`config.mk`:
```
export PLATFORM = sky130hd
export DESIGN_NAME = imb_merge
export DESIGN_NICKNAME = d
export VERILOG_FILES = /design/src/design/imu_moving_average_bank_assert.svh /design/src/design/imb_pkg.sv /design/src/design/imb_cdiv.sv /design/src/design/imb_merge.sv
export SDC_FILE = /design/constraint.sdc
export NUM_CORES = 2
export LEC_CHECK = 0
export BUFFER_PORTS_ARGS = -buffer_cell sky130_fd_sc_hd__buf_2
export CAP_MARGIN = 10
export CORE_MARGIN = 4
export CORE_UTILIZATION = 45
export CTS_CLUSTER_DIAMETER = 60
export DETAILED_ROUTE_END_ITERATION = 10
export GPL_ROUTABILITY_DRIVEN = 0
export SETUP_SLACK_MARGIN = 0.05
export SLEW_MARGIN = 20
export SYNTH_ARGS = -nofsm -noshare
export SYNTH_HDL_FRONTEND = slang
export SYNTH_SLANG_ARGS = --single-unit
```
`constraint.sdc`:
```
create_clock -name clk_i -period 7.6 [get_ports clk_i]
set_input_delay 0.38 -clock clk_i [delete_from_list [all_inputs] [get_ports clk_i]]
set_output_delay 0.38 -clock clk_i [all_outputs]
set_load 0.005 [all_outputs]
```
`src/design/imu_moving_average_bank_assert.svh`:
```
`ifndef IMU_MOVING_AVERAGE_BANK_ASSERT_SVH
`define IMU_MOVING_AVERAGE_BANK_ASSERT_SVH

// condition that holds at every clock edge outside reset
`define IMB_ASSERT_HOLDS(label, expr, msg) \
  label: assert property (@(posedge clk_i) disable iff (!rst_ni) (expr)) \
    else $error(msg);

// consequence that holds in the same cycle as its antecedent
`define IMB_ASSERT_IMPLIES(label, ante, cons, msg) \
  label: assert property (@(posedge clk_i) disable iff (!rst_ni) (ante) |-> (cons)) \
    else $error(msg);

`endif

```
`src/design/imb_pkg.sv`:
```
package imb_pkg;

  localparam int ACC_TAPS    = 10;
  localparam int GYR_TAPS    = 2;
  localparam int MAG_TAPS    = 5;
  localparam int CAL_SAMPLES = 100;
  localparam int SAMPLE_BITS = 16;

  localparam int NUM_CH      = 9;
  localparam int AVG_W       = 16;
  localparam int GYR_W       = 17;
  localparam int ACC_OFS     = 0;
  localparam int GYR_OFS     = ACC_OFS + 3 * AVG_W;
  localparam int MAG_OFS     = GYR_OFS + 3 * GYR_W;
  localparam int OUT_BITS    = MAG_OFS + 3 * AVG_W;
  localparam int OUT_TDATA_W = ((OUT_BITS + 7) / 8) * 8;

  typedef struct packed {
    logic cal_done;
    logic bias_acc;
  } imb_status_t;

endpackage

```
`src/design/imb_cdiv.sv`:
```
module imb_cdiv #(
  parameter int IW  = 20,
  parameter int DIV = 10
) (
  input  logic                 clk_i,
  input  logic                 en_i,
  input  logic signed [IW-1:0] x_i,
  output logic signed [IW-1:0] q_o
);

  localparam logic [IW:0]   RECIP = (IW+1)'(((IW+1)'(1'b1) << IW) / DIV);
  localparam logic [IW-1:0] DIV_V = IW'(DIV);

  logic [IW-1:0] mag1_q, mag2_q, qe2_q, rem, qc;
  logic          neg1_q, neg2_q;
  logic [2*IW:0]   prod;
  logic [2*IW-1:0] back;
  logic signed [IW-1:0] q_q;

  // reciprocal estimate is exact or one low
  assign prod = mag1_q * RECIP;
  assign back = qe2_q * DIV_V;
  assign rem  = mag2_q - back[IW-1:0];
  assign qc   = qe2_q + IW'(rem >= DIV_V);

  always_ff @(posedge clk_i) begin
    if (en_i) begin
      neg1_q <= x_i[IW-1];
      mag1_q <= x_i[IW-1] ? IW'(-x_i) : IW'(x_i);
      neg2_q <= neg1_q;
      mag2_q <= mag1_q;
      qe2_q  <= prod[2*IW-1:IW];
      q_q    <= neg2_q ? $signed(-qc) : $signed(qc);
    end
  end

  assign q_o = q_q;

endmodule

```
`src/design/imb_merge.sv`:
```
module imb_merge #(
  parameter int S   = imb_pkg::SAMPLE_BITS,
  parameter int CAL = imb_pkg::CAL_SAMPLES
) (
  input  logic                                  clk_i,
  input  logic                                  rst_ni,
  input  logic                                  en_i,
  input  logic                                  valid_i,
  input  logic [imb_pkg::NUM_CH-1:0][S-1:0]     ch_i,
  output logic                                  valid_o,
  output logic [imb_pkg::OUT_TDATA_W-1:0]       data_o,
  output logic                                  bias_ready_o,
  output imb_pkg::imb_status_t                  status_o
);

  localparam int BW  = S + $clog2(CAL) + 1;
  localparam int CW  = $clog2(CAL + 1);
  localparam int EAW = (S > imb_pkg::AVG_W) ? S : imb_pkg::AVG_W;
  localparam int EGW = (S + 1 > imb_pkg::GYR_W) ? S + 1 : imb_pkg::GYR_W;

  logic [CW-1:0]        cnt_q;
  logic signed [BW-1:0] bias_q [3];
  logic signed [BW-1:0] quot   [3];
  logic                 cal_done, bias_acc;
  logic [3:0]           vld_q;
  logic [imb_pkg::NUM_CH-1:0][S-1:0] dly_q [3];
  logic [2:0]           rdy_q;
  logic [imb_pkg::OUT_TDATA_W-1:0] data_d, data_q;
  logic                 bias_ready_q;

  assign cal_done = (cnt_q == CW'(CAL));
  assign bias_acc = en_i & valid_i & ~cal_done;

  always_ff @(posedge clk_i or negedge rst_ni) begin
    if (!rst_ni) begin
      cnt_q <= '0;
      vld_q <= '0;
      for (int k = 0; k < 3; k++) bias_q[k] <= '0;
    end else begin
      if (bias_acc) begin
        cnt_q <= cnt_q + CW'(1);
        for (int k = 0; k < 3; k++) bias_q[k] <= bias_q[k] + BW'($signed(ch_i[3+k]));
      end
      if (en_i) vld_q <= {vld_q[2:0], valid_i};
    end
  end

  for (genvar k = 0; k < 3; k++) begin : g_bias
    imb_cdiv #(
      .IW  (BW),
      .DIV (CAL)
    ) u_div (
      .clk_i (clk_i),
      .en_i  (1'b1),
      .x_i   (bias_q[k]),
      .q_o   (quot[k])
    );
  end

  // gyro bias subtraction and output packing
  always_comb begin
    logic signed [EAW-1:0] av;
    logic signed [EGW-1:0] gv;
    data_d = '0;
    for (int k = 0; k < 3; k++) begin
      av = EAW'($signed(dly_q[2][k]));
      data_d[imb_pkg::ACC_OFS + k*imb_pkg::AVG_W +: imb_pkg::AVG_W] = av[imb_pkg::AVG_W-1:0];
      av = EAW'($signed(dly_q[2][6+k]));
      data_d[imb_pkg::MAG_OFS + k*imb_pkg::AVG_W +: imb_pkg::AVG_W] = av[imb_pkg::AVG_W-1:0];
      gv = EGW'($signed(dly_q[2][3+k]));
      if (rdy_q[2]) gv = gv - EGW'($signed(quot[k][S-1:0]));
      data_d[imb_pkg::GYR_OFS + k*imb_pkg::GYR_W +: imb_pkg::GYR_W] = gv[imb_pkg::GYR_W-1:0];
    end
  end

  always_ff @(posedge clk_i) begin
    if (en_i) begin
      dly_q[0]     <= ch_i;
      dly_q[1]     <= dly_q[0];
      dly_q[2]     <= dly_q[1];
      rdy_q        <= {rdy_q[1:0], cal_done};
      data_q       <= data_d;
      bias_ready_q <= rdy_q[2];
    end
  end

  assign valid_o           = vld_q[3];
  assign data_o            = data_q;
  assign bias_ready_o      = bias_ready_q;
  assign status_o.cal_done = cal_done;
  assign status_o.bias_acc = bias_acc;

endmodule

```
Word-level counts from Yosys, hierarchy flattened:

Memory sizes are Yosys's and may differ from the RTL's.
Index checks and enable logic that the tools add are counted.

* add/sub/neg operators: 19
* $mul: 6
* div/mod/pow operators: 0
* magnitude comparators: 3
* eq/ne operators: 1
* shifts and indexed selects: 0
* multiplexer cells: 11
* bitwise logic cells: 3
* reductions and logical operators: 0

Operators with widths (count)
* multiplier 24 x 16 -> 40 bit (second input constant): 3
* adder 24 x 16 -> 24 bit: 3
* greater-or-equal comparator 24 x 7 -> 1 bit (second input constant): 3
* negation 24 bit: 3
* subtractor 24 bit: 3
* two-way mux 23 bit: 3
* multiplier 18 x 5 -> 22 bit (second input constant): 3
* two-way mux 17 bit: 3
* subtractor 16 x 16 -> 17 bit: 3
* adder 16 x 1 -> 16 bit: 3
* two-way mux 16 bit: 3
* negation 16 bit: 3
* adder 7 x 1 -> 7 bit (second input constant): 1
* equality test 7 bit (second input constant): 1
* bitwise AND 1 bit: 2
* two-way mux 1 bit: 2
* inverter 1 bit: 1

* bits in registers: 486
* bits in latches: 0
* RAM bits: 432
* bits in read-only memories: 0
* bits of input ports: 148
* output and inout port bits: 156
* logic and storage cells: 73
* memories: 1

Memories
* dly_q: words 3, width 144, read ports 3, clocked after memory_dff 0, write ports 3, line imb_merge.sv:26 `logic [imb_pkg::NUM_CH-1:0][S-1:0] dly_q [3];`

Longest topological paths before layout:

* depth in word-level cells: 6
* mapped depth: 41

By module:

A second synthesis with hierarchy kept.

* cells, all modules: 5579
* area total of the unflattened synthesis: 67821.3 um^2

By module, submodules not included
* imb_merge: instances 1, cells an instance 1763, area an instance 26800.7 um^2, seq. area each 19583.8 um^2
* imb_cdiv at g_bias[2].u_div: instances 1, cells an instance 1315, area an instance 13845.8 um^2, seq. area each 2702.6 um^2
* imb_cdiv at g_bias[0].u_div: instances 1, cells an instance 1266, area an instance 13670.6 um^2, seq. area each 2702.6 um^2
* imb_cdiv at g_bias[1].u_div: instances 1, cells an instance 1235, area an instance 13504.2 um^2, seq. area each 2702.6 um^2

Worst setup path before layout:

Ideal clock, no wire load.

* path type: flip-flop to flip-flop
* start point: register g_bias[0].u_div.qe2_q[6]
* end point: register g_bias[0].u_div.q_q[15]
* setup time: 0.129 ns
* data arrival time: 7.574 ns
* data required time: 7.471 ns
* slack: -0.103 ns
* cell stages (with the launch flop): 38
* cell sequence: dfxtp_1 ha_1 ha_1 inv_1 fa_1 inv_1 ha_1 or3_1 o21bai_1 a21oi_1 o21bai_1 a21oi_1 o21bai_1 a21oi_1 o21bai_1 a21oi_1 xnor2_1 ha_1 [... 2 more ...] or4_1 a2111oi_2 nand4b_1 a221oi_2 nand4_1 nor4_2 nand4_1 ha_1 ha_1 clkbuf_1 nand4_1 xnor2_1 nand4_1 nor2_1 and2_1 nand3_1 o41ai_1 xnor2_1

* longest elaborated chain between the ends: 6

RTL lines
* start, declared: line imb_cdiv.sv:14 `logic [IW-1:0] mag1_q, mag2_q, qe2_q, rem, qc;`
* start signal, assigned: line imb_cdiv.sv:32 `qe2_q <= prod[2*IW-1:IW];`
* multiplier 18 x 5 -> 22 bit: line imb_cdiv.sv:22 `assign back = qe2_q * DIV_V;`
* subtractor 24 bit: line imb_cdiv.sv:23 `assign rem = mag2_q - back[IW-1:0];`
* greater-or-equal comparator 24 x 7 -> 1 bit: line imb_cdiv.sv:24 `assign qc = qe2_q + IW'(rem >= DIV_V);`
* adder 16 x 1 -> 16 bit (*): line imb_cdiv.sv:24
* negation 16 bit: line imb_cdiv.sv:33 `q_q <= neg2_q ? $signed(-qc) : $signed(qc);`
* two-way mux 16 bit (*): line imb_cdiv.sv:33
* end signal, assigned: line imb_cdiv.sv:33
* end, declared: line imb_cdiv.sv:18 `logic signed [IW-1:0] q_q;`

Mark *: on every way between the ends. The rest lies on a longest branch, timed or not.
A chain may end at the register's enable or synchronous reset.

Worst setup path in the final report:

* start point: register g_bias[0].u_div.qe2_q[5]
* end point: register g_bias[0].u_div.q_q[15]

The elaborated chain is that of the path after synthesis.

==> flow_summary.toml <==
[run_status]
outcome = "finished with violations"
violations = "setup timing"

[global_routing]
grt_overflow_total = 0
grt_max_degree = 192
track_usage_pct = 19.6
grt_pass1_vias = 42300
grt_pass1_wl_mm = 229
antenna_found_initial = 8

[critical_path]
cp-start-kind = "flop"
r2r_slack_ns = -0.009
worstRegToRegCells = 39
critical_path_required_ns = 8.24
cpMostUsedCell = "buf_4"
crit_type = "flop to flop"
r2r-end = "g_bias[0].u_div.q_o[15]"
cp_data_arrival_time_ns = 8.24
cp_max_fo = 5
crit_slowest_cell = "fa_1"
cpPeakStageDelay_ns = 0.47
endpoint_kind = "flop"
timing.rr.start = "g_bias[0].u_div.qe2_q[5]"

[placed_design]
dpl-instance-area_um2 = 68500
dp_hpwl_mm = 113
port-buffer-count = 298

[layout]
final_cell_mix = "inv_1, ha_1, edfxtp_1"
area_delta_synth_final_pct = 17.3
mostFrequentLayoutCell = "inv_1"
seqCellArea_um2 = 24500
multi_input_area_um2 = 36400
final_area_um2 = 74700
drive_above_1_share_pct = 13.8
fillCellCount = 12100
nNetsFinal = 7714

[clock_network]
clock-sinks = 912
htree_levels = 3
cts_max_path_buffers = 3
insertion_delay_ns = 0.76
cts_made_buffers = 106
cts-root-buf = "clkbuf_16"
cts_tree = "yes"
clkTransAtPathRegs_ns = 0.06

[synth]
syn_area_um2 = 63700
yosysWarnings = 0
ys_seq_area_share_pct = 38.5
ys_seq_elements = 912
synthDistinctLibCells = 98
synth_edf_count = 583
synth-main-ff-cell = "edfxtp_1"
synth-async-reset-ratio_pct = 9.10
avgSynthCellArea_um2 = 11.7
synthCells = 5434

[drt]
wl_per_cell_um = 17.7
viasPerCell = 5.11
final_antenna_net_count = 0
firstDrtPassIters = 5
wirelength_mm = 143
route.detailed.drc = 0
vias = 41300
dr.first_iter.drc_count = 2455

[sta]
fin_crit_sh_pct = 100
setup_slack_ns = -0.00926
rsz0062_at_grt = "true"
slew_headroom_pct = 30.7
slew_viol_final = 0
period_minus_slack_ns = 7.61
fin_hold_ws_ns = 0.0859
worst_pin_slew_ns = 1.04
setup_violations = 1
fmax_mhz = 131
finalHoldViolCount = 0
worst_clock_skew_ns = 0.0781

[flow_run]
maxCapViolCount = 0

[die]
die_w_um = 384
core_area_um2 = 140000
die_h_um = 384
pin_count = 304
start_util_pct = 45.5
core.rowCount = 137
die_area_um2 = 148000

[hold_path]
hp-class = "input port to flop"
holdPathEnd = "data_o[43]"
hold_path_depth = 1
hp-start = "en_i"
-- state kept, by name, indices dropped and copies added, names as in the netlist --
name and count:
bias_q 72, rdy_q 3, g_bias.u_div.neg2_q 3, vld_q 4
g_bias.u_div.q_o 48, data_o 147, g_bias.u_div.mag2_q 66, g_bias.u_div.qe2_q 54
g_bias.u_div.neg1_q 3, bias_ready_o 1, g_bias.u_div.mag1_q 72, cnt_q 7
dly_q 432
-- layout make-up --
| type | count | share of cell area (%) |
|---|---|---|
| well taps | 1876 | 3.14 |
| clock buffers | 125 | 3.72 |
| flip-flops and latches | 912 | 32.9 |
| inverters | 915 | 4.60 |
| repair buffers | 623 | 5.82 |
| multi-input cells | 3548 | 48.7 |
| clock inverters | 74 | 1.11 |
| diodes | 5 | 0.0167 |
-- logic make-up after synthesis --
family / count (synthesis) / share of synthesized area [%]
multiplexers: 30 / 0.505
other: 1 / 0.00589
flip-flops: 912 / 38.5
AO/OA/AOI/OAI: 862 / 8.81
buffers and inverters: 978 / 5.84
AND/OR/NAND/NOR: 861 / 6.79
adder cells (fa/ha/maj): 1460 / 35.0
XOR/XNOR: 330 / 4.56
-- metal layers --
| layer | wire length (um) | part of all wire, % | GRT usage (%) |
|---|---|---|---|
| met5 | 0 | 0 | 0 |
| met2 | 66900 | 47 | 32.3 |
| met3 | 7240 | 5.0 | 3.04 |
| met1 | 66000 | 46 | 27.3 |
| met4 | 3180 | 2.2 | 4.46 |
-- stage by stage --
step | TNS (ns) | utilization (%) | cells | setup slack, ns
floorplan | 0 | - | 5438 | 0.0581
global placement | -0.266 | 48.9 | 7702 | -0.0978
detailed placement | -1.76 | 48.9 | 7702 | -0.342
CTS | 0 | 52.7 | 8059 | 0.00482
global route | -1.50 | 53.3 | 8075 | -0.362
finish | -0.00926 | 53.3 | 8078 | -0.00926
-- timing repair --
action / CTS / global route
resized for setup: 43 / 146
hold buffers: 143 / 0
hold endpoints to repair: 180 / 0
endpoints found under the setup margin: 21 / 41
pin swaps: 41 / 89
buffers inserted: 15 / 14
-- critical path: cells and delay by family (launching register included) --
family          cells  cell delay (ns)
fa+ha+maj           7             2.07
compound gates      9             2.07
simple gates        8             1.09
buf+inv            10             1.06
xor+xnor            5             0.85
flops               1             0.36
-- worst max path at each step --
stage | slack [ns] | cells after the start | endpoint | start
after floorplan | 0.06 | 37 | g_bias[0].u_div.q_o[15] | g_bias[0].u_div.qe2_q[6]
after global placement | -0.1 | 36 | g_bias[0].u_div.q_o[15] | g_bias[0].u_div.qe2_q[6]
after detailed placement | -0.34 | 36 | g_bias[0].u_div.q_o[15] | g_bias[0].u_div.qe2_q[6]
after CTS | 0.005 | 38 | g_bias[0].u_div.q_o[15] | g_bias[0].u_div.qe2_q[6]
after global routing | -0.36 | 38 | g_bias[0].u_div.q_o[15] | g_bias[0].u_div.qe2_q[5]
final | -0.009 | 39 | g_bias[0].u_div.q_o[15] | g_bias[0].u_div.qe2_q[5]
-- synthesized netlist by cell type (all sizes together) (14+ instances only) --
| cell | count | share of area, % |
|---|---|---|
| dfxtp | 246 | 7.7 |
| a21o | 86 | 1.0 |
| nand4 | 40 | 0.39 |
| edfxtp | 583 | 27 |
| nor2b | 42 | 0.41 |
| xor2 | 104 | 1.4 |
| clkbuf | 44 | 0.26 |
| o21bai | 24 | 0.28 |
| xnor2 | 225 | 3.1 |
| nor4 | 16 | 0.17 |
| ha | 923 | 18 |
| nor4b | 14 | 0.19 |
| nor2 | 168 | 0.99 |
| o21ai | 248 | 1.9 |
| a31oi | 20 | 0.20 |
| or2 | 22 | 0.22 |
| buf | 19 | 0.18 |
| and3 | 38 | 0.37 |
| nand3 | 71 | 0.56 |
| or3 | 36 | 0.36 |
| a211oi | 34 | 0.41 |
| a21oi | 170 | 1.3 |
| o31ai | 56 | 0.66 |
| or4 | 19 | 0.22 |
| o211ai | 21 | 0.25 |
| nand2 | 240 | 1.4 |
| o21a | 35 | 0.41 |
| o41ai | 22 | 0.30 |
| nand2b | 47 | 0.46 |
| inv | 914 | 5.4 |
| fa | 537 | 17 |
| mux2 | 17 | 0.30 |
| nor3 | 68 | 0.53 |
| dfrtp | 83 | 3.3 |
| a21boi | 27 | 0.32 |
Power is not shown: default switching activity piles up to over one toggle a cycle in this logic, so the estimate is an artifact.
