File: src/design/imu_moving_average_bank_assert.svh
`ifndef IMU_MOVING_AVERAGE_BANK_ASSERT_SVH
`define IMU_MOVING_AVERAGE_BANK_ASSERT_SVH

// condition that holds at every clock edge outside reset
`define IMB_ASSERT_HOLDS(label, expr, msg) \
  label: assert property (@(posedge clk_i) disable iff (!rst_ni) (expr)) \
    else $error(msg);

// consequence that holds in the same cycle as its antecedent
`define IMB_ASSERT_IMPLIES(label, ante, cons, msg) \
  label: assert property (@(posedge clk_i) disable iff (!rst_ni) (ante) |-> (cons)) \
    else $error(msg);

`endif

File: src/design/imb_pkg.sv
package imb_pkg;

  localparam int ACC_TAPS    = 10;
  localparam int GYR_TAPS    = 2;
  localparam int MAG_TAPS    = 5;
  localparam int CAL_SAMPLES = 100;
  localparam int SAMPLE_BITS = 16;

  localparam int NUM_CH      = 9;
  localparam int AVG_W       = 16;
  localparam int GYR_W       = 17;
  localparam int ACC_OFS     = 0;
  localparam int GYR_OFS     = ACC_OFS + 3 * AVG_W;
  localparam int MAG_OFS     = GYR_OFS + 3 * GYR_W;
  localparam int OUT_BITS    = MAG_OFS + 3 * AVG_W;
  localparam int OUT_TDATA_W = ((OUT_BITS + 7) / 8) * 8;

  typedef struct packed {
    logic cal_done;
    logic bias_acc;
  } imb_status_t;

endpackage

File: src/design/imb_cdiv.sv
module imb_cdiv #(
  parameter int IW  = 20,
  parameter int DIV = 10
) (
  input  logic                 clk_i,
  input  logic                 en_i,
  input  logic signed [IW-1:0] x_i,
  output logic signed [IW-1:0] q_o
);

  localparam logic [IW:0]   RECIP = (IW+1)'(((IW+1)'(1'b1) << IW) / DIV);
  localparam logic [IW-1:0] DIV_V = IW'(DIV);

  logic [IW-1:0] mag1_q, mag2_q, qe2_q, rem, qc;
  logic          neg1_q, neg2_q;
  logic [2*IW:0]   prod;
  logic [2*IW-1:0] back;
  logic signed [IW-1:0] q_q;

  // reciprocal estimate is exact or one low
  assign prod = mag1_q * RECIP;
  assign back = qe2_q * DIV_V;
  assign rem  = mag2_q - back[IW-1:0];
  assign qc   = qe2_q + IW'(rem >= DIV_V);

  always_ff @(posedge clk_i) begin
    if (en_i) begin
      neg1_q <= x_i[IW-1];
      mag1_q <= x_i[IW-1] ? IW'(-x_i) : IW'(x_i);
      neg2_q <= neg1_q;
      mag2_q <= mag1_q;
      qe2_q  <= prod[2*IW-1:IW];
      q_q    <= neg2_q ? $signed(-qc) : $signed(qc);
    end
  end

  assign q_o = q_q;

endmodule

File: src/design/imb_lane.sv
module imb_lane #(
  parameter int TAPS = imb_pkg::ACC_TAPS,
  parameter int S    = imb_pkg::SAMPLE_BITS
) (
  input  logic         clk_i,
  input  logic         rst_ni,
  input  logic         en_i,
  input  logic         load_i,
  input  logic [S-1:0] sample_i,
  output logic [S-1:0] avg_o
);

  localparam int SW = S + $clog2(TAPS) + 1;

  logic [S-1:0]         ring_q [TAPS];
  logic signed [SW-1:0] sum_q, sum_d, quot;

  assign sum_d = sum_q - SW'($signed(ring_q[TAPS-1])) + SW'($signed(sample_i));

  always_ff @(posedge clk_i or negedge rst_ni) begin
    if (!rst_ni) begin
      sum_q <= '0;
      for (int i = 0; i < TAPS; i++) ring_q[i] <= '0;
    end else if (load_i) begin
      ring_q[0] <= sample_i;
      for (int i = 1; i < TAPS; i++) ring_q[i] <= ring_q[i-1];
      sum_q <= sum_d;
    end
  end

  imb_cdiv #(
    .IW  (SW),
    .DIV (TAPS)
  ) u_div (
    .clk_i (clk_i),
    .en_i  (en_i),
    .x_i   (sum_q),
    .q_o   (quot)
  );

  assign avg_o = quot[S-1:0];

endmodule

File: config.mk
export PLATFORM = sky130hd
export DESIGN_NAME = imb_lane
export DESIGN_NICKNAME = d
export VERILOG_FILES = /design/src/design/imu_moving_average_bank_assert.svh /design/src/design/imb_pkg.sv /design/src/design/imb_cdiv.sv /design/src/design/imb_lane.sv
export SDC_FILE = /design/constraint.sdc
export NUM_CORES = 1
export LEC_CHECK = 0
export ABC_AREA = 0
export BUFFER_PORTS_ARGS = -buffer_cell sky130_fd_sc_hd__buf_2
export CORE_MARGIN = 3
export CORE_UTILIZATION = 30
export CTS_BUF_LIST = sky130_fd_sc_hd__clkbuf_2
export CTS_CLUSTER_DIAMETER = 150
export DETAILED_ROUTE_END_ITERATION = 10
export GPL_ROUTABILITY_DRIVEN = 0
export HOLD_SLACK_MARGIN = 0.15
export PLACE_DENSITY_LB_ADDON = 0.1
export SYNTH_ARGS = -nofsm -noshare
export SYNTH_HDL_FRONTEND = slang
export SYNTH_HIERARCHICAL = 1
export SYNTH_SLANG_ARGS = --single-unit
export TNS_END_PERCENT = 10
File: constraint.sdc
create_clock -name clk_i -period 6.4 [get_ports clk_i]
set_input_delay 0.32 -clock clk_i [delete_from_list [all_inputs] [get_ports clk_i]]
set_output_delay 0.32 -clock clk_i [all_outputs]
set_load 0.005 [all_outputs]
Word-level counts from Yosys, hierarchy flattened
Index checks and enable logic that the tools add are counted.
{ "word_totals": {"register_bits": 259, "latch_bits": 0, "ram_bits": 0, "mem_bits_ro": 0, "output_inout_bits": 16, "elab_cells": 29, "memories": 0} }
{ "classes": {"addsub": 6, "mul": 2, "div": 0, "order_cmp": 1, "eq_ne": 0, "shifts": 0, "n_mux": 2, "bitwise_logic": 0, "reduce_logical": 0} }
{ "op_table": {"columns": ["cell", "count"], "rows": [
  ["21-bit by 18-bit multiplier with 39-bit output (second input constant)", 1],
  ["21-bit by 16-bit adder with 21-bit output", 1],
  ["21-bit by 4-bit >= comparator with 1-bit output (second input constant)", 1],
  ["21-bit negation", 1],
  ["21-bit by 16-bit subtractor with 21-bit output", 1],
  ["21-bit subtractor", 1],
  ["18-bit by 3-bit multiplier with 20-bit output (second input constant)", 1],
  ["20-bit two-way mux", 1],
  ["16-bit by 1-bit adder with 16-bit output", 1],
  ["16-bit two-way mux", 1],
  ["16-bit negation", 1]
]} }

Depth between registers and ports, before layout
Gate-level depths: netlist of the first run.
{ "depth": {"depth_word": 6, "mapped_depth": 33, "mapped_depth_nobuf": 32} }

Modules after synthesis
The synthesis of the first run kept the hierarchy.
{ "modules_own_cells": {"columns": ["mod", "n_inst", "cells_per_inst", "area_per_inst_um2", "seq_area_each_um2"], "rows": [
  ["imb_cdiv", 1, 1173, 11947.7, 2462.4],
  ["imb_lane", 1, 663, 8560.7, 4529.3]
]} }

Worst setup path after synthesis of the first run
Ideal clock, no wire load.
{ "synth_path": {"kind": "register to register", "startpoint": "register u_div.qe2_q[1]", "endpoint": "register, netlist name u_div/q_o[20]", "setup_time_ps": 259, "arrival_time_ps": 6668, "required_ps": 6141, "setup_slack_ps": -527, "path_stages_with_launch": 32, "n_path_buf": 1, "cell_sequence": "edfxtp_1 > ha_1 > ha_1 > a21o_1 > a21oi_1 > o21bai_1 > a211o_1 > nand3_1 > nand4_1 > a31o_2 > a21oi_1 > xor2_1 > ha_1 > inv_1 > nor3_1 > a2111oi_0 > o2111ai_1 > or4_1 > a2111o_1 > a2111oi_2 > nand3_1 > ha_1 > ha_1 > nand3_1 > or2_1 > clkbuf_1 > nor3_1 > xor2_1 > nor3b_2 > nand2_1 > or3_1 > o31a_1"} }
{ "synth_lines": {"columns": ["item", "line_no", "source"], "rows": [
  ["from (decl)", "imb_cdiv.sv:14", "logic [IW-1:0] mag1_q, mag2_q, qe2_q, rem, qc;"],
  ["from (signal assigned)", "imb_cdiv.sv:32", "qe2_q <= prod[2*IW-1:IW];"]
]} }

Final worst setup path of the first run
{ "layout_path": {"startpoint": "register u_div.qe2_q[2]", "endpoint": "register u_div.q_q[11] (netlist: u_div/q_o[11]), data pin"} }
{ "layout_via": {"elab_chain_cells": 6} }
{ "layout_rtl": {"columns": ["item", "line_no", "source"], "rows": [
  ["18-bit by 3-bit multiplier with 20-bit output", "imb_cdiv.sv:22", "assign back = qe2_q * DIV_V;"],
  ["21-bit subtractor", "imb_cdiv.sv:23", "assign rem = mag2_q - back[IW-1:0];"],
  ["21-bit by 4-bit >= comparator with 1-bit output", "imb_cdiv.sv:24", "assign qc = qe2_q + IW'(rem >= DIV_V);"],
  ["16-bit by 1-bit adder with 16-bit output (*)", "imb_cdiv.sv:24", null],
  ["16-bit negation", "imb_cdiv.sv:33", "q_q <= neg2_q ? $signed(-qc) : $signed(qc);"],
  ["16-bit two-way mux (*)", "imb_cdiv.sv:33", null],
  ["to (signal assigned)", "imb_cdiv.sv:33", null],
  ["to (decl)", "imb_cdiv.sv:18", "logic signed [IW-1:0] q_q;"]
]} }
Mark *: on every way between the ends. The rest lies on a longest branch, timed or not.
A chain may end at the register's enable or synchronous reset.

==> results of run 1 <==
==> cell usage in the layout, fill, tap and decap left out, drive strengths merged, types with 8 or more instances in the layout <==
cell         count
nand2           77
inv            321
nor3            26
nor2b            8
a21oi           71
nor2            59
a211oi           8
and3            12
edfxtp          77
mux2           160
o21ai           56
nand3           32
clkinv          15
o21bai          11
buf            204
xor2            34
ha             234
fa             156
xnor2           67
mux2i            8
clkbuf         114
a21o            29
dlygate4sd3     45
dfrtp          181
nand2b          11
o31ai            9
nand4           17
==> cell type report <==
type | count | area, um^2 | share of cell area, %
Tap cell | 864 | 1080 | 4.48
Clock inverter | 21 | 105 | 0.435
Clock buffer | 112 | 561 | 2.32
Antenna cell | 3 | 7.51 | 0.0311
Timing Repair Buffer | 251 | 1960 | 8.14
Sequential cell | 258 | 6840 | 28.3
Multi-Input combinational cell | 1194 | 12400 | 51.3
Inverter | 319 | 1200 | 4.96
==> per-stage QoR <==
step | std cells | hold slack, ps | setup WS, ps | utilization [%] | TNS [ps]
after floorplan | 1814 | 24.4 | 3.34 | - | 0
after global placement | 2816 | 409 | -305 | 33.8 | -1110
after CTS | 3015 | 386 | -122 | 36.0 | -534
after detailed placement | 2816 | 416 | -332 | 33.8 | -1600
after global routing | 3021 | 425 | -365 | 36.4 | -3230
final | 3022 | 411 | -21.5 | 36.4 | -44.3
==> registers in the layout, summed over array words and instances, names as in the netlist <==
name	flops
u_div/neg2_q	1
u_div/mag2_q	20
sum_q	21
u_div/qe2_q	18
u_div/q_o	16
u_div/mag1_q	21
u_div/neg1_q	1
ring_q	160
==> repair_timing <==
action,4_1_cts,5_1_grt
hold buffers,46,0
gates cloned,0,0
gates resized for setup,33,36
setup endpoints to repair,8,18
endpoints found under the hold margin,300,0
buffers inserted,20,4
pin swaps,33,31
==> layer usage <==
metal | GRT usage, % | part of all wire, % | up-vias
met3 | 2.68 | 2.9 | 86
met1 | 16.8 | 44 | 6786
met2 | 24.3 | 50 | 162
met5 | 0 | 0.057 | -
li1 | - | - | 6793
met4 | 4.05 | 2.5 | 4
==> final timing paths <==
path                                      end  depth (start not counted)
worst max-delay path            u_div/q_o[11]                         32
worst min-delay path               ring_q[77]                          1
worst max register to register  u_div/q_o[11]                         32
worst min register to register     ring_q[77]                          1
max in group asynchronous           ring_q[1]                          4
min in group asynchronous           sum_q[14]                          4
==> report_table.html, run 1 <==
<table>
<tr><th>Metric</th><th>Value</th></tr>
<tr><th colspan="2">Setup path</th></tr>
<tr><td>Type of destination of the critical path</td><td>register</td></tr>
<tr><td>Worst reg2reg startpoint</td><td>u_div/qe2_q[2]</td></tr>
<tr><td>Kind of cell with the highest combined delay on the critical path</td><td>compound AO/OA/AOI/OAI gates</td></tr>
<tr><td>Crit path max-delay cell type</td><td>edfxtp_1</td></tr>
<tr><td>Max stage delay on crit path</td><td>450 ps</td></tr>
<tr><td>Startpoint type of the worst setup path</td><td>register</td></tr>
<tr><td>Critical path required time</td><td>7130 ps</td></tr>
<tr><td>Number of buffers and inverters on the critical path</td><td>2</td></tr>
<tr><td>Critical path class</td><td>register to register</td></tr>
<tr><td>FF-to-FF setup slack</td><td>-20 ps</td></tr>
<tr><td>Start point of the critical path</td><td>u_div/qe2_q[2]</td></tr>
<tr><td>Peak fanout along the critical path</td><td>7</td></tr>
<tr><td>Arrival time of the worst setup path</td><td>7150 ps</td></tr>
<tr><td>Most used cell, CP</td><td>ha_4</td></tr>
<tr><th colspan="2">CTS</th></tr>
<tr><td>Skew-Pair Late Insertion Delay</td><td>1000 ps</td></tr>
<tr><td>Buffer type at the clock tree root</td><td>clkbuf_2</td></tr>
<tr><td>H-tree lvl count</td><td>3</td></tr>
<tr><td>Total CTS buffers</td><td>77</td></tr>
<tr><td>CTS tree</td><td>done</td></tr>
<tr><td>Number of buffers on the longest clock path</td><td>3</td></tr>
<tr><td>Clock transition at path regs</td><td>110 ps</td></tr>
<tr><td>Number of sinks driven by the clock tree</td><td>258</td></tr>
<tr><th colspan="2">Detailed routing</th></tr>
<tr><td>Mean routed wirelength per cell</td><td>15.7 um</td></tr>
<tr><td>Total iterations of the first detailed-routing run</td><td>4</td></tr>
<tr><td>Ratio of routed vias to standard cells</td><td>4.58</td></tr>
<tr><td>Total via count after detailed routing</td><td>13,800</td></tr>
<tr><td>Post-route antenna net violation count</td><td>0</td></tr>
<tr><td>Residual DRC</td><td>0</td></tr>
<tr><td>Sum of routed wire length over all layers</td><td>47,400 um</td></tr>
<tr><td>Number of DRC violations after detailed-routing iteration 0</td><td>430</td></tr>
<tr><th colspan="2">Die</th></tr>
<tr><td>Width of the chip</td><td>266 um</td></tr>
<tr><td>Die extent in y</td><td>266 um</td></tr>
<tr><td>Row count</td><td>94</td></tr>
<tr><td>Initial core utilization</td><td>30.5%</td></tr>
<tr><td>Die ar.</td><td>70,600 um^2</td></tr>
<tr><td>Area of the core</td><td>66,300 um^2</td></tr>
<tr><td>I/O pins</td><td>36</td></tr>
<tr><th colspan="2">STA</th></tr>
<tr><td>Number of hold violations in the final report</td><td>0</td></tr>
<tr><td>Unrepaired setup endpoints after global routing</td><td>true</td></tr>
<tr><td>Number of failing setup endpoints in the final timing report</td><td>3</td></tr>
<tr><td>Slew at the pin with the worst max-slew slack</td><td>1070 ps</td></tr>
<tr><td>Final period utilization</td><td>100%</td></tr>
<tr><td>Final count of pins violating max slew</td><td>0</td></tr>
<tr><td>Worst slew margin relative to its limit</td><td>28.5%</td></tr>
<tr><td>Clock Skew</td><td>104 ps</td></tr>
<tr><td>Smallest setup slack after layout</td><td>-21.5 ps</td></tr>
<tr><td>Fmax achieved</td><td>156 MHz</td></tr>
<tr><td>Time the final worst path needs with I/O delays and setup</td><td>6420 ps</td></tr>
<tr><th colspan="2">Placed design</th></tr>
<tr><td>Placed standard-cell area</td><td>22,400 um^2</td></tr>
<tr><td>HPWL after detailed placement</td><td>37,100 um</td></tr>
<tr><td>Quantity of I/O buffers inserted on ports</td><td>35</td></tr>
<tr><th colspan="2">Status</th></tr>
<tr><td>Outcome</td><td>complete, but fails checks</td></tr>
<tr><td>Failing checks</td><td>setup timing</td></tr>
<tr><th colspan="2">Final layout</th></tr>
<tr><td>Fillcell total</td><td>6,758</td></tr>
<tr><td>Layout overhead on the synthesized area</td><td>19.3%</td></tr>
<tr><td>Proportion of layout cells with a drive suffix above 1</td><td>26.4%</td></tr>
<tr><td>Net total in the final layout</td><td>2,511</td></tr>
<tr><td>Post-route standard cell area excluding fillers</td><td>24,100 um^2</td></tr>
<tr><th colspan="2">Global route</th></tr>
<tr><td>Pin count of the biggest net entering global routing</td><td>116</td></tr>
<tr><td>Global route overflow</td><td>0</td></tr>
<tr><td>Number of global-route vias before repair</td><td>15,000</td></tr>
<tr><td>Global-route wire length before repair</td><td>77,200 um</td></tr>
<tr><td>GRT Overall Usage</td><td>13.7%</td></tr>
<tr><td>Antenna violations before repair</td><td>4</td></tr>
<tr><th colspan="2">Yosys</th></tr>
<tr><td>Post-Synthesis Net Count</td><td>2,224</td></tr>
<tr><td>Post-Syn Area</td><td>20,200 um^2</td></tr>
<tr><td>Synth warn</td><td>6</td></tr>
<tr><td>Mean instance size in the synthesized netlist</td><td>11.2 um^2</td></tr>
<tr><td>Synthesized instance count</td><td>1,814</td></tr>
<tr><th colspan="2">Hold path</th></tr>
<tr><td>Worst hold path type</td><td>register to register</td></tr>
<tr><td>Start point of the worst hold path</td><td>ring_q[93]</td></tr>
<tr><th colspan="2">Flow run</th></tr>
<tr><td>Maximum Capacitance Violations</td><td>0</td></tr>
</table>
Power of run 1 is not shown: default switching activity piles up to over one toggle a cycle in this logic, so the estimate is an artifact.
==> run 2: changes to the inputs <==
--- a/config.mk
+++ b/config.mk
@@ -15,8 +15,8 @@
 export GPL_ROUTABILITY_DRIVEN = 0
 export HOLD_SLACK_MARGIN = 0.15
 export PLACE_DENSITY_LB_ADDON = 0.1
+export RECOVER_POWER = 100
 export SYNTH_ARGS = -nofsm -noshare
 export SYNTH_HDL_FRONTEND = slang
 export SYNTH_HIERARCHICAL = 1
 export SYNTH_SLANG_ARGS = --single-unit
-export TNS_END_PERCENT = 10
==> constraint.sdc (replaced) <==
create_clock -name clk_i -period 6.4 [get_ports clk_i]
set_input_delay 0.64 -clock clk_i [delete_from_list [all_inputs] [get_ports clk_i]]
set_output_delay 0.64 -clock clk_i [all_outputs]
set_load 0.005 [all_outputs]
==> run 2 against run 1 <==
The flow finishes with violations (capacitance limit, slew limit). Register-to-register slack gained 160 ps. Critical path depth unchanged. Utilization down 0.51 points. Setup slack improved by 160 ps. Clock skew fell by 20 ps. Sequential share of layout area increased by 0.40 points. Highest routed layer unchanged.
==> report_table.html, run 2 (synthesis gave the netlist of run 1 again) <==
<table>
<tr><th>Metric</th><th>Value</th></tr>
<tr><th colspan="2">Status</th></tr>
<tr><td>Outcome</td><td>complete, but fails checks</td></tr>
<tr><td>Failing checks</td><td>capacitance limit, slew limit</td></tr>
<tr><th colspan="2">STA</th></tr>
<tr><td>Clock Skew</td><td>84.5 ps (-19.9 ps)</td></tr>
<tr><td>Final period utilization</td><td>97.8% (-2.6 points)</td></tr>
<tr><td>Slew at the pin with the worst max-slew slack</td><td>5370 ps (+4300 ps)</td></tr>
<tr><td>Number of hold violations in the final report</td><td>0 (unchanged)</td></tr>
<tr><td>Number of failing setup endpoints in the final timing report</td><td>0 (-3)</td></tr>
<tr><td>Setup TNS</td><td>0 ps (+44.3 ps)</td></tr>
<tr><td>Fmax achieved</td><td>160 MHz (+2.6%)</td></tr>
<tr><td>Time the final worst path needs with I/O delays and setup</td><td>6260 ps (-164 ps)</td></tr>
<tr><td>Worst slew margin relative to its limit</td><td>-258% (-290 points)</td></tr>
<tr><td>Unrepaired setup endpoints after global routing</td><td>true</td></tr>
<tr><td>Final count of pins violating max slew</td><td>329 (+329)</td></tr>
<tr><th colspan="2">Detailed routing</th></tr>
<tr><td>Total via count after detailed routing</td><td>13,700 (-1.1%)</td></tr>
<tr><td>Post-route antenna net violation count</td><td>0 (unchanged)</td></tr>
<tr><td>Residual DRC</td><td>0 (unchanged)</td></tr>
<tr><td>Sum of routed wire length over all layers</td><td>47,100 um (-0.69%)</td></tr>
<tr><td>Mean routed wirelength per cell</td><td>15.7 um (+0.14%)</td></tr>
<tr><td>Ratio of routed vias to standard cells</td><td>4.56 (-0.33%)</td></tr>
<tr><td>Total iterations of the first detailed-routing run</td><td>4 (unchanged)</td></tr>
<tr><td>Number of DRC violations after detailed-routing iteration 0</td><td>439 (+2.1%)</td></tr>
<tr><th colspan="2">Final layout</th></tr>
<tr><td>Net total in the final layout</td><td>2,485 (-1.0%)</td></tr>
<tr><td>Biggest registers after layout</td><td>ring_q x160, sum_q x21, u_div/mag1_q x21</td></tr>
<tr><td>Sequential standard cell area</td><td>6840 um^2 (unchanged)</td></tr>
<tr><td>Largest reg by FF count</td><td>ring_q</td></tr>
<tr><td>Proportion of layout cells with a drive suffix above 1</td><td>26.0% (-0.36 points)</td></tr>
<tr><td>Layout overhead on the synthesized area</td><td>17.6%</td></tr>
<tr><td>Footprint of the multi-input gates</td><td>12,400 um^2 (+0.22%)</td></tr>
<tr><td>Number of flip-flops in the largest register</td><td>160 (unchanged)</td></tr>
<tr><td>Most common library cell in the layout ignoring fill and taps</td><td>inv_1</td></tr>
<tr><td>Fillcell total</td><td>6,790 (+0.47%)</td></tr>
<tr><td>Commonest cells after routing, fill and taps aside</td><td>inv_1, ha_1, dfrtp_1</td></tr>
<tr><td>Utilization after layout</td><td>35.9% (-0.51 points)</td></tr>
<tr><td>Post-route standard cell area excluding fillers</td><td>23,800 um^2 (-1.4%)</td></tr>
<tr><th colspan="2">Global route</th></tr>
<tr><td>GRT Overall Usage</td><td>13.6% (-0.11 points)</td></tr>
<tr><td>Antenna violations before repair</td><td>3 (-1)</td></tr>
<tr><td>Number of global-route vias before repair</td><td>14,700 (-2.1%)</td></tr>
<tr><td>Global-route wire length before repair</td><td>76,200 um (-1.3%)</td></tr>
<tr><td>Global route overflow</td><td>0 (unchanged)</td></tr>
<tr><td>Pin count of the biggest net entering global routing</td><td>103 (-11%)</td></tr>
<tr><th colspan="2">Hold path</th></tr>
<tr><td>Worst hold path type</td><td>input port to register</td></tr>
<tr><td>Endpoint with the worst hold slack</td><td>ring_q[156]</td></tr>
<tr><td>Instance count along the most critical hold path</td><td>3 (+2)</td></tr>
<tr><td>Start point of the worst hold path</td><td>sample_i[12]</td></tr>
<tr><th colspan="2">Setup path</th></tr>
<tr><td>Crit path max-delay cell type</td><td>edfxtp_1</td></tr>
<tr><td>Capturing point of the worst reg2reg path</td><td>u_div/q_o[11]</td></tr>
<tr><td>Critical path class</td><td>register to register</td></tr>
<tr><td>Number of buffers and inverters on the critical path</td><td>2 (unchanged)</td></tr>
<tr><td>Type of destination of the critical path</td><td>register</td></tr>
<tr><td>Worst reg2reg startpoint</td><td>u_div/qe2_q[4]</td></tr>
<tr><td>Critical path required time</td><td>7140 ps (about the same)</td></tr>
<tr><td>Kind of cell with the highest combined delay on the critical path</td><td>compound AO/OA/AOI/OAI gates</td></tr>
<tr><td>FF-to-FF setup slack</td><td>140 ps (+160 ps)</td></tr>
<tr><td>Max stage delay on crit path</td><td>460 ps (about the same)</td></tr>
<tr><td>Start point of the critical path</td><td>u_div/qe2_q[4]</td></tr>
<tr><td>Arrival time of the worst setup path</td><td>6990 ps (-160 ps)</td></tr>
<tr><td>R2r worst-path depth</td><td>32 (unchanged)</td></tr>
<tr><td>Startpoint type of the worst setup path</td><td>register</td></tr>
<tr><td>Peak fanout along the critical path</td><td>7 (unchanged)</td></tr>
<tr><th colspan="2">Die</th></tr>
<tr><td>I/O pins</td><td>36 (unchanged)</td></tr>
<tr><td>Row count</td><td>94 (unchanged)</td></tr>
<tr><td>Width of the chip</td><td>266 um (unchanged)</td></tr>
<tr><td>Initial core utilization</td><td>30.5% (unchanged)</td></tr>
<tr><td>Die ar.</td><td>70,600 um^2 (unchanged)</td></tr>
<tr><td>Die extent in y</td><td>266 um (unchanged)</td></tr>
<tr><td>Area of the core</td><td>66,300 um^2 (unchanged)</td></tr>
<tr><th colspan="2">Placed design</th></tr>
<tr><td>Quantity of I/O buffers inserted on ports</td><td>35 (unchanged)</td></tr>
<tr><td>HPWL after detailed placement</td><td>37,300 um (+0.30%)</td></tr>
<tr><td>Placed standard-cell area</td><td>22,400 um^2 (unchanged)</td></tr>
<tr><th colspan="2">CTS</th></tr>
<tr><td>Total CTS buffers</td><td>76 (-1.3%)</td></tr>
<tr><td>CTS tree</td><td>done</td></tr>
<tr><td>Number of sinks driven by the clock tree</td><td>258 (unchanged)</td></tr>
<tr><td>Clock transition at path regs</td><td>90 ps (-20 ps)</td></tr>
<tr><td>Number of buffers on the longest clock path</td><td>3 (unchanged)</td></tr>
<tr><td>H-tree lvl count</td><td>3 (unchanged)</td></tr>
<tr><td>Buffer type at the clock tree root</td><td>clkbuf_2</td></tr>
<tr><td>Skew-Pair Late Insertion Delay</td><td>1000 ps (about the same)</td></tr>
<tr><th colspan="2">Flow run</th></tr>
<tr><td>Maximum Capacitance Violations</td><td>4 (+4)</td></tr>
</table>
[run 2: cell types whose count changed in the layout (fill, tap and decap cells not counted), moves of 2 or more]
cell           change
ha_4               -2
clkbuf_4           +2
clkbuf_1          +29
buf_2              -9
a21oi_1            -4
clkbuf_2           +9
dlygate4sd3_1     -26
a21oi_2            +4
buf_4             -20
ha_1               +2
clkbuf_8           -2
clkinv_1           -7
nor2_2             +2
[run 2: timing repair]
item                                    in CTS  in global routing
hold buffers                                19                  0
pin swaps                                   33                 22
endpoints found under the setup margin       7                 18
gates resized for setup                     30                 48
endpoints found under the hold margin      128                  0
setup buffers                               17                 10
[run 2: layout make-up]
type,instances,area share [%]
Antenna cell,2,0.0210
Clock inverter,15,0.357
Inverter,319,5.03
Sequential cell,258,28.7
Timing Repair Buffer,226,6.67
Multi-Input combinational cell,1194,52.1
Clock buffer,119,2.50
Tap cell,864,4.54
[run 2: routing by layer]
metal / track usage [%] / vias to the layer above / part of all wire, %
li1: - / 6732 / -
met1: 16.8 / 6697 / 45
met2: 23.6 / 154 / 49
met3: 2.83 / 87 / 3.4
met4: 4.67 / 2 / 2.7
met5: 0 / - / 0.028
[run 2: through the flow]
| stage | setup slack (ps) | hold WS (ps) | std cells |
|---|---|---|---|
| floorplan | 3.34 | 344 | 1814 |
| global placement | -330 | 410 | 2816 |
| detailed placement | -335 | 428 | 2816 |
| CTS | -89.3 | 166 | 2986 |
| global route | -191 | 306 | 2997 |
| finish | 142 | 440 | 2997 |
[run 2: how the worst max path moves through the flow]
stage                         end  slack [ps]  cells past startpoint
floorplan           u_div/q_o[11]           3                     31
CTS                 u_div/q_o[11]         -90                     32
finish              u_div/q_o[11]         140                     32
global placement    u_div/q_o[11]        -330                     30
detailed placement  u_div/q_o[11]        -330                     31
global route        u_div/q_o[15]        -190                     36
[run 2: tightest hold or removal path, delay by kind of cell]
family	cells	cell delay [ps]
buf+inv	2	610
mux	1	130
Power of run 2 is left out for the same reason.
==> run 3: changes to the inputs <==
--- a/config.mk
+++ b/config.mk
@@ -5,7 +5,7 @@
 export SDC_FILE = /design/constraint.sdc
 export NUM_CORES = 1
 export LEC_CHECK = 0
-export ABC_AREA = 0
+export ABC_AREA = 1
 export BUFFER_PORTS_ARGS = -buffer_cell sky130_fd_sc_hd__buf_2
 export CORE_MARGIN = 3
 export CORE_UTILIZATION = 30
==> run 3 against run 2 <==
The flow still finishes with violations (capacitance limit, slew limit). Final cell count is 23% higher. Utilization decreased by 2.4 points. Register-to-register slack better by 340 ps. Global-route usage up 2.1 points. Count of clock-buffer cells in the layout did not move. Critical endpoint is now u_div/q_o[14]. Via count grew 20%. Setup slack improved by 340 ps.
==> report_table.html, run 3 <==
<table>
<tr><th>Metric</th><th>Value</th></tr>
<tr><th colspan="2">Hold path</th></tr>
<tr><td>Start point of the worst hold path</td><td>ring_q[25]</td></tr>
<tr><td>Worst hold path type</td><td>register to register</td></tr>
<tr><th colspan="2">Setup path</th></tr>
<tr><td>R2r worst-path depth</td><td>33 (+3.1%)</td></tr>
<tr><td>Kind of cell with the highest combined delay on the critical path</td><td>simple AND/OR/NAND/NOR gates</td></tr>
<tr><td>Max stage delay on crit path</td><td>530 ps (+70 ps)</td></tr>
<tr><td>Number of buffers and inverters on the critical path</td><td>2 (unchanged)</td></tr>
<tr><td>CP Capture Point</td><td>u_div/q_o[14]</td></tr>
<tr><td>Start point of the critical path</td><td>u_div/qe2_q[3]</td></tr>
<tr><td>Startpoint type of the worst setup path</td><td>register</td></tr>
<tr><td>Crit path max-delay cell type</td><td>edfxtp_1</td></tr>
<tr><td>Type of destination of the critical path</td><td>register</td></tr>
<tr><td>Arrival time of the worst setup path</td><td>6640 ps (-350 ps)</td></tr>
<tr><td>Critical path class</td><td>register to register</td></tr>
<tr><td>Capturing point of the worst reg2reg path</td><td>u_div/q_o[14]</td></tr>
<tr><td>Most used cell, CP</td><td>nand2_1</td></tr>
<tr><td>FF-to-FF setup slack</td><td>480 ps (+340 ps)</td></tr>
<tr><td>Peak fanout along the critical path</td><td>5 (-2)</td></tr>
<tr><td>WP depth</td><td>33 (+3.1%)</td></tr>
<tr><td>Critical path required time</td><td>7130 ps (about the same)</td></tr>
<tr><td>Worst reg2reg startpoint</td><td>u_div/qe2_q[3]</td></tr>
<tr><th colspan="2">CTS</th></tr>
<tr><td>Number of buffers on the longest clock path</td><td>3 (unchanged)</td></tr>
<tr><td>CTS tree</td><td>done</td></tr>
<tr><td>Total CTS buffers</td><td>78 (+2.6%)</td></tr>
<tr><td>Skew-Pair Late Insertion Delay</td><td>1020 ps (+20 ps)</td></tr>
<tr><td>Number of sinks driven by the clock tree</td><td>259 (+0.39%)</td></tr>
<tr><td>Buffer type at the clock tree root</td><td>clkbuf_2</td></tr>
<tr><td>H-tree lvl count</td><td>3 (unchanged)</td></tr>
<tr><td>Clock transition at path regs</td><td>100 ps (about the same)</td></tr>
<tr><th colspan="2">Placed design</th></tr>
<tr><td>HPWL after detailed placement</td><td>44,400 um (+19%)</td></tr>
<tr><td>Worst slack at placement</td><td>420 ps (+755 ps)</td></tr>
<tr><td>Placed standard-cell area</td><td>22,500 um^2 (+0.47%)</td></tr>
<tr><td>Quantity of I/O buffers inserted on ports</td><td>35 (unchanged)</td></tr>
<tr><th colspan="2">STA</th></tr>
<tr><td>Final count of pins violating max slew</td><td>516 (+57%)</td></tr>
<tr><td>Time the final worst path needs with I/O delays and setup</td><td>5920 ps (-339 ps)</td></tr>
<tr><td>Smallest setup slack after layout</td><td>482 ps (+339 ps)</td></tr>
<tr><td>Number of failing setup endpoints in the final timing report</td><td>0 (unchanged)</td></tr>
<tr><td>Clock Skew</td><td>89.6 ps (+5.08 ps)</td></tr>
<tr><td>Setup TNS</td><td>0 ps (unchanged)</td></tr>
<tr><td>Number of hold violations in the final report</td><td>0 (unchanged)</td></tr>
<tr><td>Final period utilization</td><td>92.5% (-5.3 points)</td></tr>
<tr><td>Slew at the pin with the worst max-slew slack</td><td>4200 ps (-1180 ps)</td></tr>
<tr><td>Unrepaired setup endpoints after global routing</td><td>false</td></tr>
<tr><td>Worst slew margin relative to its limit</td><td>-180% (+79 points)</td></tr>
<tr><td>Fmax achieved</td><td>169 MHz (+5.7%)</td></tr>
<tr><th colspan="2">Die</th></tr>
<tr><td>Initial core utilization</td><td>30.3% (-0.16 points)</td></tr>
<tr><td>Area of the core</td><td>70,100 um^2 (+5.8%)</td></tr>
<tr><td>Width of the chip</td><td>272 um (+2.5%)</td></tr>
<tr><td>Die extent in y</td><td>272 um (+2.5%)</td></tr>
<tr><td>Die ar.</td><td>74,200 um^2 (+5.1%)</td></tr>
<tr><td>I/O pins</td><td>36 (unchanged)</td></tr>
<tr><td>Row count</td><td>97 (+3.2%)</td></tr>
<tr><th colspan="2">Global route</th></tr>
<tr><td>Pin count of the biggest net entering global routing</td><td>110 (+6.8%)</td></tr>
<tr><td>Global-route wire length before repair</td><td>91,600 um (+20%)</td></tr>
<tr><td>GRT Overall Usage</td><td>15.6% (+2.1 points)</td></tr>
<tr><td>Number of global-route vias before repair</td><td>17,300 (+18%)</td></tr>
<tr><td>Antenna violations before repair</td><td>2 (-1)</td></tr>
<tr><td>Global route overflow</td><td>0 (unchanged)</td></tr>
<tr><th colspan="2">Yosys</th></tr>
<tr><td>Post-Syn Area</td><td>21,300 um^2 (+5.2%)</td></tr>
<tr><td>Post-Synthesis Net Count</td><td>2,981 (+34%)</td></tr>
<tr><td>Synthesized instance count</td><td>2,571 (+42%)</td></tr>
<tr><td>Mean instance size in the synthesized netlist</td><td>8.28 um^2 (-26%)</td></tr>
<tr><td>Synth warn</td><td>6 (unchanged)</td></tr>
<tr><th colspan="2">Detailed routing</th></tr>
<tr><td>Post-route antenna net violation count</td><td>0 (unchanged)</td></tr>
<tr><td>Number of DRC violations after detailed-routing iteration 0</td><td>766 (+74%)</td></tr>
<tr><td>Residual DRC</td><td>0 (unchanged)</td></tr>
<tr><td>Total iterations of the first detailed-routing run</td><td>5 (+1)</td></tr>
<tr><td>Ratio of routed vias to standard cells</td><td>4.45 (-2.5%)</td></tr>
<tr><td>Sum of routed wire length over all layers</td><td>56,200 um (+19%)</td></tr>
<tr><td>Total via count after detailed routing</td><td>16,400 (+20%)</td></tr>
<tr><td>Mean routed wirelength per cell</td><td>15.2 um (-3.1%)</td></tr>
<tr><th colspan="2">Flow run</th></tr>
<tr><td>Maximum Capacitance Violations</td><td>7 (+3)</td></tr>
<tr><th colspan="2">Status</th></tr>
<tr><td>Outcome</td><td>complete, but fails checks</td></tr>
<tr><td>Failing checks</td><td>capacitance limit, slew limit</td></tr>
<tr><th colspan="2">Final layout</th></tr>
<tr><td>Largest reg by FF count</td><td>ring_q</td></tr>
<tr><td>Utilization after layout</td><td>33.5% (-2.4 points)</td></tr>
<tr><td>Net total in the final layout</td><td>3,088 (+24%)</td></tr>
<tr><td>Most common library cell in the layout ignoring fill and taps</td><td>nand2_1</td></tr>
<tr><td>Commonest cells after routing, fill and taps aside</td><td>nand2_1, inv_1, ha_1</td></tr>
<tr><td>Layout overhead on the synthesized area</td><td>10.2%</td></tr>
<tr><td>Post-route standard cell area excluding fillers</td><td>23,500 um^2 (-1.4%)</td></tr>
<tr><td>Proportion of layout cells with a drive suffix above 1</td><td>6.75% (-19 points)</td></tr>
<tr><td>Number of flip-flops in the largest register</td><td>160 (unchanged)</td></tr>
</table>
## run 3: how the worst min path moves through the flow
stage | to | slack, ps | cells after the start
global placement | ring_q[89] | 450 | 2
global route | ring_q[144] | 340 | 4
CTS | ring_q[144] | 300 | 4
detailed placement | u_div/neg2_q | 450 | 0
finish | ring_q[9] | 420 | 2
floorplan | ring_q[0] | 340 | 0
## run 3: timing repair
item,in CTS,in global routing
setup buffers,0,0
endpoints found under the hold margin,152,0
setup endpoints to repair,0,4
gates resized for setup,0,2
hold buffers,27,0
## run 3: area by class of cell
cell class	instances	area [um^2]
repair buffers	71	467
fillers	7614	46700
diodes	4	10.0
clock inverters	24	128
multi-input cells	1789	12400
inverters	479	1800
flip-flops and latches	259	6870
well taps	940	1180
clock buffers	119	596
## run 3: tightest hold or removal path: stages, from the launching register on
cell and delay, ps:
dfrtp_1 350, nand2_1 50, nand2_1 50
## run 3: per-stage QoR
stage,cells,hold slack [ps]
finish,3685,419
global route,3685,336
CTS,3681,297
detailed placement,3511,447
global placement,3511,453
floorplan,2571,344
## run 3: routing by layer
metal / up-vias / global-route usage [%] / wire (um)
li1: 8226 / - / -
met1: 7845 / 19.7 / 25400
met2: 218 / 27.2 / 27500
met3: 105 / 2.41 / 1730
met4: 0 / 5.38 / 1560
met5: - / 0 / 0
Power of run 3 is left out for the same reason.
